===== src/rtl/cdt_pkg.sv =====
package cdt_pkg;

    localparam int BANK_SLOTS     = 8;
    localparam int NUM_TIMERS     = 8;
    localparam int TIME_BASE_LOG2 = 0;
    localparam int CHAN_W         = 3;
    localparam int COUNT_W        = 16;
    localparam int TIMEOUT_W      = 32;
    localparam logic [COUNT_W-1:0] COUNT_MAX = '1;

    typedef enum logic [1:0] {
        OP_TICK    = 2'd0,
        OP_REQUEST = 2'd1,
        OP_START   = 2'd2,
        OP_QUERY   = 2'd3
    } op_t;

    typedef struct packed {
        op_t                  opcode;
        logic [CHAN_W-1:0]    channel;
        logic [TIMEOUT_W-1:0] timeout;
    } in_item_t;

    typedef struct packed {
        logic [CHAN_W-1:0] granted_channel;
        logic              alloc_failed;
        logic              expired;
    } out_item_t;

    typedef struct packed {
        logic tick;
        logic alloc;
        logic start;
        logic query;
    } cmd_t;

    typedef enum logic {
        ST_EMPTY = 1'b0,
        ST_FULL  = 1'b1
    } ctl_state_t;

endpackage


===== src/rtl/cdt_ctrl.sv =====
module cdt_ctrl (
    input  logic        clk,
    input  logic        rst_n,
    input  logic        in_valid,
    input  cdt_pkg::op_t opcode,
    input  logic        out_ready,
    output logic        in_ready,
    output logic        out_valid,
    output cdt_pkg::cmd_t cmd
);

    cdt_pkg::ctl_state_t state_reg;
    cdt_pkg::ctl_state_t state_next;
    logic accept;
    logic has_result;

    always_ff @(posedge clk or negedge rst_n)
    begin
        if (!rst_n)
        begin
            state_reg <= cdt_pkg::ST_EMPTY;
        end
        else
        begin
            state_reg <= state_next;
        end
    end

    always_comb
    begin
        in_ready   = (state_reg == cdt_pkg::ST_EMPTY) || out_ready;
        out_valid  = (state_reg == cdt_pkg::ST_FULL);
        accept     = in_valid && in_ready;
        has_result = (opcode == cdt_pkg::OP_REQUEST) || (opcode == cdt_pkg::OP_QUERY);

        cmd.tick  = accept && (opcode == cdt_pkg::OP_TICK);
        cmd.alloc = accept && (opcode == cdt_pkg::OP_REQUEST);
        cmd.start = accept && (opcode == cdt_pkg::OP_START);
        cmd.query = accept && (opcode == cdt_pkg::OP_QUERY);

        state_next = state_reg;
        unique case (state_reg)
            cdt_pkg::ST_EMPTY:
            begin
                if (accept && has_result)
                begin
                    state_next = cdt_pkg::ST_FULL;
                end
            end
            cdt_pkg::ST_FULL:
            begin
                if (out_ready)
                begin
                    state_next = (accept && has_result) ? cdt_pkg::ST_FULL
                                                        : cdt_pkg::ST_EMPTY;
                end
            end
            default:
            begin
                state_next = cdt_pkg::ST_EMPTY;
            end
        endcase
    end

endmodule


===== src/rtl/cdt_dp.sv =====
module cdt_dp (
    input  logic                                clk,
    input  logic                                rst_n,
    input  cdt_pkg::cmd_t                       cmd,
    input  logic [cdt_pkg::CHAN_W-1:0]          channel,
    input  logic [cdt_pkg::TIMEOUT_W-1:0]       timeout,
    output cdt_pkg::out_item_t                  out_item
);

    logic [cdt_pkg::COUNT_W-1:0]    count_reg [cdt_pkg::BANK_SLOTS];
    logic [cdt_pkg::COUNT_W-1:0]    count_next [cdt_pkg::BANK_SLOTS];
    logic [cdt_pkg::BANK_SLOTS-1:0] enabled_reg;
    logic [cdt_pkg::BANK_SLOTS-1:0] enabled_next;
    logic [cdt_pkg::BANK_SLOTS-1:0] allocated_reg;
    logic [cdt_pkg::BANK_SLOTS-1:0] allocated_next;
    cdt_pkg::out_item_t             out_item_reg;
    cdt_pkg::out_item_t             out_item_next;

    logic                           free_found;
    logic [cdt_pkg::CHAN_W-1:0]     free_idx;
    logic                           chan_ok;
    logic [cdt_pkg::TIMEOUT_W-1:0]  quotient;
    logic [cdt_pkg::COUNT_W-1:0]    load_val;

    always_comb
    begin
        // lowest free timer
        free_found = 1'b0;
        free_idx   = '0;
        for (int i = cdt_pkg::BANK_SLOTS - 1; i >= 0; i--)
        begin
            if ((i < cdt_pkg::NUM_TIMERS) && !allocated_reg[i])
            begin
                free_found = 1'b1;
                free_idx   = cdt_pkg::CHAN_W'(i);
            end
        end

        chan_ok  = {1'b0, channel} < (cdt_pkg::CHAN_W + 1)'(cdt_pkg::NUM_TIMERS);
        quotient = timeout >> cdt_pkg::TIME_BASE_LOG2;
        load_val = (quotient > cdt_pkg::TIMEOUT_W'(cdt_pkg::COUNT_MAX))
                   ? cdt_pkg::COUNT_MAX : quotient[cdt_pkg::COUNT_W-1:0];

        enabled_next   = enabled_reg;
        allocated_next = allocated_reg;
        for (int i = 0; i < cdt_pkg::BANK_SLOTS; i++)
        begin
            count_next[i] = count_reg[i];
            if (cmd.start && chan_ok && (channel == cdt_pkg::CHAN_W'(i)))
            begin
                count_next[i]   = load_val;
                enabled_next[i] = 1'b1;
            end
            else if (cmd.tick && enabled_reg[i] && (count_reg[i] != '0))
            begin
                count_next[i] = count_reg[i] - 1'b1;
            end
            if (cmd.alloc && free_found && (free_idx == cdt_pkg::CHAN_W'(i)))
            begin
                allocated_next[i] = 1'b1;
            end
        end

        out_item_next = out_item_reg;
        if (cmd.alloc)
        begin
            out_item_next.granted_channel = free_found ? free_idx : '0;
            out_item_next.alloc_failed    = !free_found;
            out_item_next.expired         = 1'b0;
        end
        else if (cmd.query)
        begin
            out_item_next.granted_channel = '0;
            out_item_next.alloc_failed    = 1'b0;
            out_item_next.expired         = chan_ok && enabled_reg[channel]
                                            && (count_reg[channel] == '0);
        end
    end

    always_ff @(posedge clk or negedge rst_n)
    begin
        if (!rst_n)
        begin
            enabled_reg   <= '0;
            allocated_reg <= '0;
        end
        else
        begin
            enabled_reg   <= enabled_next;
            allocated_reg <= allocated_next;
        end
    end

    always_ff @(posedge clk)
    begin
        count_reg    <= count_next;
        out_item_reg <= out_item_next;
    end

    assign out_item = out_item_reg;

endmodule


===== src/rtl/countdown_timer_bank_unit.sv =====
// bank of eight 16-bit countdown timers with allocate, start, tick and status
// input channel: in_valid/in_ready with in_item (opcode, channel, timeout)
// output channel: out_valid/out_ready with out_item
// tick and start update state and give no result item
// request and query give one result item, registered in the cycle after accept
// one item per cycle as long as out_ready stays high; the single output
// register sets this: a held result blocks new input until it is taken
// start loads timeout shifted down by the time base, saturated to 16 bits
// reset clears the allocated and enabled masks and empties the output register
// counters are not reset; they are read only after a start has loaded them
// when the receiver stalls, the result stays in the output register and
// in_ready drops until out_ready returns
module countdown_timer_bank_unit (
    input  logic                clk,
    input  logic                rst_n,
    input  logic                in_valid,
    output logic                in_ready,
    input  cdt_pkg::in_item_t   in_item,
    output logic                out_valid,
    input  logic                out_ready,
    output cdt_pkg::out_item_t  out_item
);

    cdt_pkg::cmd_t cmd;

    cdt_ctrl u_ctrl (
        .clk       (clk),
        .rst_n     (rst_n),
        .in_valid  (in_valid),
        .opcode    (in_item.opcode),
        .out_ready (out_ready),
        .in_ready  (in_ready),
        .out_valid (out_valid),
        .cmd       (cmd)
    );

    cdt_dp u_dp (
        .clk      (clk),
        .rst_n    (rst_n),
        .cmd      (cmd),
        .channel  (in_item.channel),
        .timeout  (in_item.timeout),
        .out_item (out_item)
    );

endmodule


===== config.mk =====
export PLATFORM = sky130hd
export DESIGN_NAME = countdown_timer_bank_unit
export DESIGN_NICKNAME = d
export VERILOG_FILES = /design/src/rtl/cdt_pkg.sv /design/src/rtl/cdt_ctrl.sv /design/src/rtl/cdt_dp.sv /design/src/rtl/countdown_timer_bank_unit.sv
export SDC_FILE = /design/constraint.sdc
export NUM_CORES = 1
export LEC_CHECK = 0
export ABC_AREA = 1
export BUFFER_PORTS_ARGS = -buffer_cell sky130_fd_sc_hd__clkbuf_2
export CORE_MARGIN = 2
export CORE_UTILIZATION = 50
export CTS_CLUSTER_DIAMETER = 50
export DETAILED_ROUTE_END_ITERATION = 8
export MAX_ROUTING_LAYER = met4
export PLACE_DENSITY = 0.81
export SYNTH_ARGS = -nofsm -noshare
export SYNTH_HDL_FRONTEND = slang
export SYNTH_SLANG_ARGS = --single-unit

===== constraint.sdc =====
create_clock -name clk -period 2.65 [get_ports clk]
set_input_delay 0.265 -clock clk [delete_from_list [all_inputs] [get_ports clk]]
set_output_delay 0.265 -clock clk [all_outputs]
set_load 0.005 [all_outputs]

==> impl_results.md, run 1 <==
- Status: finished, final reports clean
- Clock power frac: 0.407
- Post-DR vias/cell: 5.55
- Die Height: 143 um
- Ys flop type: edfxtp_1
- Sw Pwr: 1310 uW
- Detailed Routing Iterations Pass 1: 5
- Power Dens Cells: 513 nW/um^2
- Layout Nets: 1315
- Root buffer cell: clkbuf_16
- Crit path max fanout: 34
- TritonCTS Buffers: 17
- Largest net degree at the start of global routing: 35
- Gate Count Post-Synth: 1191
- Number of enable-type register cells in the synthesized netlist: 132
- Setup Viol. Count Final: 0
- Lkg Pwr: 0.00472 uW
- Dominant cell type by area after synthesis: edfxtp_1
- Number of distinct library cells after synthesis: 43
- Number of global-route vias before repair: 7605
- Yosys top cell area share: 0.412
- Switching part of the total: 0.239
- Yosys warns: 0
- CP endpoint kind: register
- Syn_area_per_cell: 8.08 sq um
- Core Footprint: 18800 sq um
- Reg power frac: 0.499
- Total gr overflow: 0
- GPL Wtd Cong: 0.951
- DR DRC count: 0
- Worst Hold Class: input port to register
- Final Skew: 9.25 ps
- Count leader, synth: nand2_1
- Via Count: 8359
- Startpoint Class: register
- Drt total wl: 24500 um
- Initial antenna violation count: 1
- Req. time, crit path: 2770 ps
- GRT Util Overall: 0.256
- Worst Tran Pin Value: 620 ps
- CP Class: register to register
- Synth area leaders: edfxtp_1, nand2_1, nor2_1
- H-tree Lvls: 4
- Period utilisation layout: 0.758
- Post-Route Setup TNS: 0 ps
- Synth top cells by count: nand2_1, nor2_1, edfxtp_1
- Tmin final: 2010 ps
- Hold Fails Final Rpt: 0
- Longest Clk Path Bufs: 2
- Fmax: 0.498 GHz
- Hpwl dp: 17400 um
- CTS tree: done
- Row cnt: 50
- Initial Utilization: 0.513
- Clock slew at reported path FFs: 60 ps
- Max-Cap Viols: 0
- DIE AREA: 20400 sq um
- Arr. time, crit path: 2130 ps
- ANT nets after route: 0
- Sequential area share after synthesis: 0.458
- Area grow syn2layout: 11.4%
- Filler instances: 1643
- Share of post-route cells with drive strength above 1: 0.117
- First-pass GRT wire length: 38800 um
- Io pins: 48
- Wire per inst: 16.2 um
- Asr flop ratio synth: 0.113
- Max FFs per register: 128
- Die width: 143 um
- I/O Buffers: 47
- Clock sink count: 150
- Rel. slew slack: 0.586
- Iteration-0 DRC Markers: 960
- Post-synth net total: 1248
- RSZ-0062 raised after global routing: false
- Mapped Area: 9620 sq um
- Slew Viols, Final: 0
- Peak supply drop: 449 uV
- FF+latch count, synth: 150
- Min Hold Slack: 139 ps
- Int Pwr: 4190 uW
- Combinational share of power: 0.094
- Clock Latency Late Sink: 430 ps
[stage by stage]
stage	cells	area (sq um)	total power [uW]	worst slack (ps)	utilization
floorplan	1191	9620	3130	54.8	-
global placement	1472	10200	3270	664	0.542
detailed placement	1472	10200	3300	595	0.542
CTS	1505	10700	5500	622	0.571
global route	1506	10700	5670	488	0.571
finish	1506	10700	5500	641	0.571
[logic make-up (layout without fill, tap and decap cells)]
family,Yosys count,count (layout),share of synthesized area
AND/OR/NAND/NOR,604,604,0.271
adder cells (fa/ha/maj),16,16,0.0208
buffers and inverters,158,238,0.0724
AO/OA/AOI/OAI,188,188,0.109
other,0,1,0
flip-flops,150,150,0.458
XOR/XNOR,75,75,0.0683
[power by group through the flow]
stage	Sequential (uW)	Clock, uW	Combinational, uW
after floorplan	2770	0	363
after global placement	2780	0	492
after detailed placement	2790	0	508
final	2740	2240	519
after CTS	2740	2250	513
after global routing	2750	2330	589
[worst max-delay path: stages (launching register included)]
cell	delay, ps
dfrtp_1	420
a21boi_4	220
nand3_4	170
nor2_8	220
nand2_4	260
o31ai_2	130
buf_4	280
[timing repair]
action | 4_1_cts | 5_1_grt
resized for setup | 0 | 0
buffers inserted | 0 | 0
endpoints found under the hold margin | 17 | 0
hold buffers | 1 | 0
[metal layers]
layer | global-route usage | vias to the layer above | routed length (um)
met5 | - | - | 0
met4 | 0.123 | 0 | 1010
met3 | 0.0426 | 76 | 1860
met2 | 0.403 | 325 | 11400
met1 | 0.323 | 3876 | 10200
li1 | - | 4082 | -
[layout by cell type, fill, tap and decap left out, types with 6 or more instances in the layout]
cell,instances
nand2_1,300
nor2_1,173
edfxtp_1,132
inv_1,128
o21ai_0,74
nand3_1,66
o21ai_1,66
xor2_1,57
clkbuf_2,47
buf_4,24
xnor2_1,18
nor3_1,17
clkbuf_16,17
dfrtp_1,17
ha_1,16
o21ai_2,12
nand4_1,12
a21oi_1,11
nor2_2,8
a31oi_1,8
nor2_4,7
nand2_4,6
nand3b_1,6
clkinv_2,6
o31ai_2,6
clkbuf_1,6
[path summary, 6_finish.rpt]
kind                                                   startpoint                                end  slack, ps  depth (start not counted)
min in group asynchronous                                   rst_n         u_ctrl.out_valid$_DFF_PN0_        370                          2
worst min-delay path                                    out_ready         u_ctrl.out_valid$_DFF_PN0_        140                          4
worst min register to register  u_dp.allocated_reg[7]$_DFFE_PN0P_  u_dp.allocated_reg[7]$_DFFE_PN0P_        490                          2
worst max register to register         u_ctrl.out_valid$_DFF_PN0_      u_dp.count_reg[122]$_DFFE_PP_        640                          6
worst max-delay path                   u_ctrl.out_valid$_DFF_PN0_      u_dp.count_reg[122]$_DFFE_PP_        640                          6
max in group asynchronous                                   rst_n    u_dp.enabled_reg[5]$_DFFE_PN0P_       1910                          2
[area by class of cell]
type | count | area, sq um | area share
inverter | 134 | 508 | 0.0474
clock inverter | 7 | 57.6 | 0.00537
clock buffer | 25 | 475 | 0.0444
antenna | 1 | 2.50 | 0.000234
tap | 234 | 293 | 0.0273
sequential | 150 | 4410 | 0.411
multi-input combinational | 883 | 4540 | 0.424
timing repair buffer | 72 | 425 | 0.0397
(Power assumes the default switching activity.)
==> inputs of run 2 (changes only) <==
PLACE_DENSITY = 0.78   (was 0.81)
clock period = 2 ns   (was 2.65 ns; I/O delays follow)
==> run 2 against run 1 <==
Against the previous run:
- combinational power is 36% higher
- clock skew decreased by 2.1 ps
- highest routed layer unchanged
- setup slack got worse by 530 ps
- first-iteration DRC count down 7.6%
- critical endpoint is now u_dp.count_reg[94]$_DFFE_PP_
- largest cell class unchanged
- non-clock buffer count up 16
- power grew 42%
- global-route usage grew 0.88 points
- register-to-register slack worse by 530 ps
- via count shrank 0.87%
==> impl_results.md, run 2 (synthesis results as in run 1) <==
- Largest net degree at the start of global routing: 34 (-2.9%)
- Critical-path top delay cell: edfxtp_1
- Via Count: 8286 (-0.87%)
- Detailed Routing Iterations Pass 1: 5 (unchanged)
- Tmin final: 1890 ps (-120 ps)
- Io pins: 48 (unchanged)
- Wire per inst: 16.5 um (+1.8%)
- Peak supply drop: 625 uV (+39%)
- Setup Viol. Count Final: 0 (unchanged)
- Most common cell after layout, fill and taps aside: nand2_1
- Die Height: 143 um (unchanged)
- Core Footprint: 18800 sq um (unchanged)
- Total power: 7790 uW (+42%)
- Die width: 143 um (unchanged)
- Req. time, crit path: 2180 ps (-590 ps)
- Max-Cap Viols: 0 (unchanged)
- Status: finished, final reports clean
- Number of global-route vias before repair: 7768 (+2.1%)
- Worst Path Buf+Inv: 1 (unchanged)
- Rel. slew slack: 0.571 (-0.0148)
- Sw Pwr: 1800 uW (+37%)
- Post-DR vias/cell: 5.45 (-1.9%)
- Post-layout util: 0.585 (+0.0139)
- Row cnt: 50 (unchanged)
- Total gr overflow: 0 (unchanged)
- CP Class: register to register
- Hold Fails Final Rpt: 0 (unchanged)
- Hold Path Cell Cnt: 4 (unchanged)
- RSZ-0062 raised after global routing: false
- Reg power frac: 0.466 (-0.033)
- Period utilisation layout: 0.945 (+0.187)
- Power Dens Cells: 710 nW/um^2 (+38%)
- Min Hold Slack: 85.3 ps (-53.7 ps)
- Critical path's top delay family: simple AND/OR/NAND/NOR gates
- Initial antenna violation count: 0 (-1)
- Reg2reg path depth: 9 (+3)
- Clock Latency Late Sink: 440 ps (about the same)
- Lkg Pwr: 0.00484 uW (+2.6%)
- Worst path max stage delay: 370 ps (-50 ps)
- Worst path depth: 9 (+3)
- CTS tree: done
- GRT Util Overall: 0.265 (+0.00880)
- Iteration-0 DRC Markers: 887 (-7.6%)
- Commonest cells after routing, fill and taps aside: nand2_1, nor2_1, edfxtp_1
- DR DRC count: 0 (unchanged)
- Fin cells: 1521 (+1.0%)
- Clock slew at reported path FFs: 60 ps (about the same)
- Clock power frac: 0.443 (+0.036)
- Post-CTS setup buffers: 0 (unchanged)
- ANT nets after route: 0 (unchanged)
- Arr. time, crit path: 2070 ps (-60 ps)
- Crit-path cells: inv_1 -> ha_1 -> nand2_1 -> nor2_1 -> nand3b_1 -> nor2_1 -> xor2_1 -> nand2_1 -> nand2_1
- H-tree Lvls: 4 (unchanged)
- Longest Clk Path Bufs: 2 (unchanged)
- DIE AREA: 20400 sq um (unchanged)
- Crit path max fanout: 4 (-88%)
- Fmax: 0.529 GHz (+6.3%)
- Share of post-route cells with drive strength above 1: 0.131 (+0.0141)
- Max FFs per register: 128 (unchanged)
- TritonCTS Buffers: 17 (unchanged)
- Area grow syn2layout: 14.1%
- Final Skew: 7.16 ps (-2.09 ps)
- Filler instances: 1647 (+0.24%)
- Hpwl dp: 18000 um (+3.1%)
- Crit path top cell by count: nand2_1
- Post-Route Setup TNS: 0 ps (unchanged)
- Worst Tran Pin Value: 642 ps (+22.2 ps)
- Combinational share of power: 0.091 (-0.003)
- Startpoint Class: register
- Antenna fix cells: 0 (-1)
- Switching part of the total: 0.231 (-0.00762)
- Drt total wl: 25200 um (+2.9%)
- Layout Nets: 1331 (+1.2%)
- Int Pwr: 5990 uW (+43%)
- CP endpoint kind: register
- Clock sink count: 150 (unchanged)
- First-pass GRT wire length: 40100 um (+3.3%)
- GPL Wtd Cong: 0.979 (+2.9%)
- Root buffer cell: clkbuf_16
- I/O Buffers: 47 (unchanged)
- Worst Hold Class: input port to register
- Initial Utilization: 0.513 (unchanged)
- Cell count after placement: 1488 (+1.1%)
- Slew Viols, Final: 0 (unchanged)
run 2: cell type report:
| cell class | instances | area (sq um) | area share |
|---|---|---|---|
| inverter | 134 | 508 | 0.0463 |
| clock inverter | 12 | 183 | 0.0166 |
| tap | 234 | 293 | 0.0267 |
| timing repair buffer | 88 | 596 | 0.0543 |
| multi-input combinational | 883 | 4550 | 0.415 |
| clock buffer | 20 | 437 | 0.0398 |
| sequential | 150 | 4410 | 0.402 |
run 2: worst register-to-register path, cell delays in order (launching register included):
cell	delay (ps)
edfxtp_1	370
inv_1	150
ha_1	220
nand2_1	80
nor2_1	320
nand3b_1	160
nor2_1	140
xor2_1	80
nand2_1	60
nand2_1	70
run 2: repair_timing:
action                                 CTS  global route
hold buffers                             1             0
setup endpoints to repair                0             3
resized for setup                        0             3
endpoints found under the hold margin   17             0
run 2: worst paths after layout:
path	endpoint	start	slack (ps)
worst min-delay path	u_ctrl.out_valid$_DFF_PN0_	out_ready	90
worst max-delay path	u_dp.count_reg[94]$_DFFE_PP_	u_dp.count_reg[80]$_DFFE_PP_	110
worst min register to register	u_dp.out_item[0]$_SDFFE_PP0P_	u_dp.out_item[0]$_SDFFE_PP0P_	460
min in group asynchronous	u_ctrl.out_valid$_DFF_PN0_	rst_n	270
worst max register to register	u_dp.count_reg[94]$_DFFE_PP_	u_dp.count_reg[80]$_DFFE_PP_	110
max in group asynchronous	u_dp.enabled_reg[2]$_DFFE_PN0P_	rst_n	1380
run 2: metrics by stage:
step | cell area [sq um] | setup slack, ps
finish | 11000 | 111
detailed placement | 10300 | 147
CTS | 11000 | 130
global placement | 10300 | 163
floorplan | 9650 | -196
global route | 11000 | 1.75
run 2: power groups by stage:
stage,registers (uW),clock network [uW],logic [uW]
5_1_grt,3640,3590,802
3_5_place_dp,3690,0,695
3_3_place_gp,3690,0,684
6_report,3630,3450,707
4_1_cts,3630,3480,701
2_1_floorplan,3670,0,484
run 2: metal layers:
metal / vias to the layer above / wire length (um) / track usage
met5: - / 0 / -
met4: 0 / 1000 / 0.117
met3: 60 / 1830 / 0.0426
met2: 320 / 11500 / 0.412
met1: 3801 / 10800 / 0.344
li1: 4105 / - / -
==> inputs of run 3 (changes only) <==
==> constraint.sdc (replaced) <==
create_clock -name clk -period 2 [get_ports clk]
set_input_delay 0.1 -clock clk [delete_from_list [all_inputs] [get_ports clk]]
set_output_delay 0.1 -clock clk [all_outputs]
set_load 0.05 [all_outputs]
==> run 3 against run 2 <==
Against the previous run:
- wire length grew 0.16%
- sequential cell count unchanged
- register-to-register slack got worse by 20 ps
- via count up 1.3%
- largest cell class unchanged
- highest routed layer unchanged
==> impl_results.md, run 3 (synthesis results as in run 1) <==
- Status: finished, final reports clean
- RSZ-0062 raised after global routing: false
- Setup Viol. Count Final: 0 (unchanged)
- Detailed Routing Iterations Pass 1: 5 (unchanged)
- Grt met3 use: 0.0503 (+0.00771)
- Largest net degree at the start of global routing: 34 (unchanged)
- Rel. slew slack: 0.601 (+0.0291)
- Number of global-route vias before repair: 7948 (+2.3%)
- Die width: 143 um (unchanged)
- Drt total wl: 25200 um (+0.16%)
- Critical-path top delay cell: dfrtp_2
- Layout Nets: 1344 (+0.98%)
- DR DRC count: 0 (unchanged)
- Root buffer cell: clkbuf_16
- First-pass GRT wire length: 40200 um (+0.48%)
- Final Skew: 8.02 ps (+0.857 ps)
- Arr. time, crit path: 2070 ps (about the same)
- Power Dens Cells: 677 nW/um^2 (-4.6%)
- Max-Cap Viols: 0 (unchanged)
- Fin area: 11200 sq um (+1.8%)
- Clock Latency Late Sink: 430 ps (about the same)
- Initial Utilization: 0.513 (unchanged)
- GRT Util Overall: 0.267 (+0.00212)
- Met2 GRT Util: 0.436 (+0.0235)
- Hold Crit Start: out_ready
- Core Footprint: 18800 sq um (unchanged)
- Clock slew at reported path FFs: 60 ps (about the same)
- Crit path top cell by count: buf_4
- Min Hold Slack: 9.16 ps (-76.1 ps)
- Period utilisation layout: 0.952 (+0.00778)
- GR Util met1: 0.325 (-0.0185)
- Lkg Pwr: 0.00491 uW (+1.5%)
- Total gr overflow: 0 (unchanged)
- Area grow syn2layout: 16.1%
- Worst path max stage delay: 430 ps (+60 ps)
- Startpoint Class: register
- Tmin final: 1900 ps (+15.6 ps)
- Post-layout util: 0.595 (+0.0105)
- Fmax: 0.525 GHz (-0.82%)
- Longest Clk Path Bufs: 2 (unchanged)
- Hold Fails Final Rpt: 0 (unchanged)
- CP Class: register to register
- Iteration-0 DRC Markers: 777 (-12%)
- Slew Viols, Final: 0 (unchanged)
- Worst Tran Pin Value: 599 ps (-43.6 ps)
- H-tree Lvls: 4 (unchanged)
- Max FFs per register: 128 (unchanged)
- Initial antenna violation count: 1 (+1)
- Crit-path cells: a21boi_4 -> buf_4 -> nand3_4 -> nor2_8 -> nand2_2 -> buf_4 -> nand2_1 -> o21ai_0
- Row cnt: 50 (unchanged)
- Setup crit start: u_ctrl.out_valid$_DFF_PN0_
- CP endpoint kind: register
- Wire per inst: 16.4 um (-0.75%)
- TritonCTS Buffers: 17 (unchanged)
- Peak supply drop: 546 uV (-13%)
- Global route hottest layer: met2
- Area after DPL: 10500 sq um (+1.1%)
- Post-Route Setup TNS: 0 ps (unchanged)
- ANT nets after route: 0 (unchanged)
- Most common cell after layout, fill and taps aside: nand2_1
- Reg2reg start: u_ctrl.out_valid$_DFF_PN0_
- CTS tree: done
- DIE AREA: 20400 sq um (unchanged)
- GPL Wtd Cong: 0.916 (-6.4%)
- Post-DR vias/cell: 5.47 (+0.37%)
- Die Height: 143 um (unchanged)
- Commonest cells after routing, fill and taps aside: nand2_1, nor2_1, edfxtp_1
- Worst Hold Class: input port to register
- Final worst-path setup slack: 95.2 ps (-15.6 ps)
- Crit path max fanout: 29 (+25)
- I/O Buffers: 47 (unchanged)
- Hpwl dp: 17600 um (-2.1%)
- Io pins: 48 (unchanged)
- Dpl ws: -39.7 ps (-186 ps)
- Via Count: 8393 (+1.3%)
- Clock sink count: 150 (unchanged)
- Req. time, crit path: 2170 ps (about the same)
- Share of post-route cells with drive strength above 1: 0.147 (+0.0156)
run 3: cell count changes in the layout (fill, tap and decap cells not counted), moves of 3 or more:
cell,previous run,this run
o31ai_2,6,0
clkinv_2,4,7
nor2_2,11,14
nor2_1,170,167
clkinv_1,4,0
buf_4,36,44
buf_12,4,9
o31ai_4,0,6
run 3: routing by layer:
layer,vias up,wire (um)
li1,4137,-
met3,68,1840
met4,0,924
met1,3834,10300
met2,354,12100
met5,-,0
run 3: final cells by class:
class	instances	area, sq um
inverters	134	508
repair buffers	101	756
clock inverters	10	130
clock buffers	22	444
multi-input cells	883	4630
diodes	1	2.50
well taps	234	293
flip-flops and latches	150	4410
fillers	1614	7590
run 3: per-stage QoR:
| step | instances | total power (uW) |
|---|---|---|
| after floorplan | 1191 | 4190 |
| after global placement | 1494 | 4390 |
| after detailed placement | 1494 | 4420 |
| after CTS | 1530 | 7550 |
| after global routing | 1535 | 7830 |
| final | 1535 | 7570 |
run 3: timing repair:
action,in CTS,in global routing
endpoints found under the setup margin,64,71
gates cloned,0,0
buffers inserted,3,4
endpoints found under the hold margin,17,0
gates resized for setup,0,6
pin swaps,4,3
hold buffers,1,0
run 3: final timing paths:
check | depth (start not counted) | slack (ps) | endpoint
setup / recovery | 8 | 100 | u_dp.count_reg[7]$_DFFE_PP_
hold / removal | 4 | 9 | u_ctrl.out_valid$_DFF_PN0_
setup reg to reg | 8 | 100 | u_dp.count_reg[7]$_DFFE_PP_
hold reg to reg | 2 | 470 | u_dp.enabled_reg[3]$_DFFE_PN0P_
max in group asynchronous | 2 | 1480 | u_ctrl.out_valid$_DFF_PN0_
min in group asynchronous | 2 | 170 | u_dp.allocated_reg[0]$_DFFE_PN0P_
run 3: report_power, final:
| group | internal [uW] | switching, uW |
|---|---|---|
| Sequential | 3540 | 85.4 |
| Clock | 1950 | 1220 |
| Combinational | 285 | 490 |
run 3: worst max-delay path, delay by kind of cell, from the launching register on:
| kind | cells | cell delay (ps) |
|---|---|---|
| buffers and inverters | 2 | 390 |
| and+or+nand+nor | 4 | 540 |
| DFF | 1 | 430 |
| AOI/OAI and AO/OA | 2 | 270 |
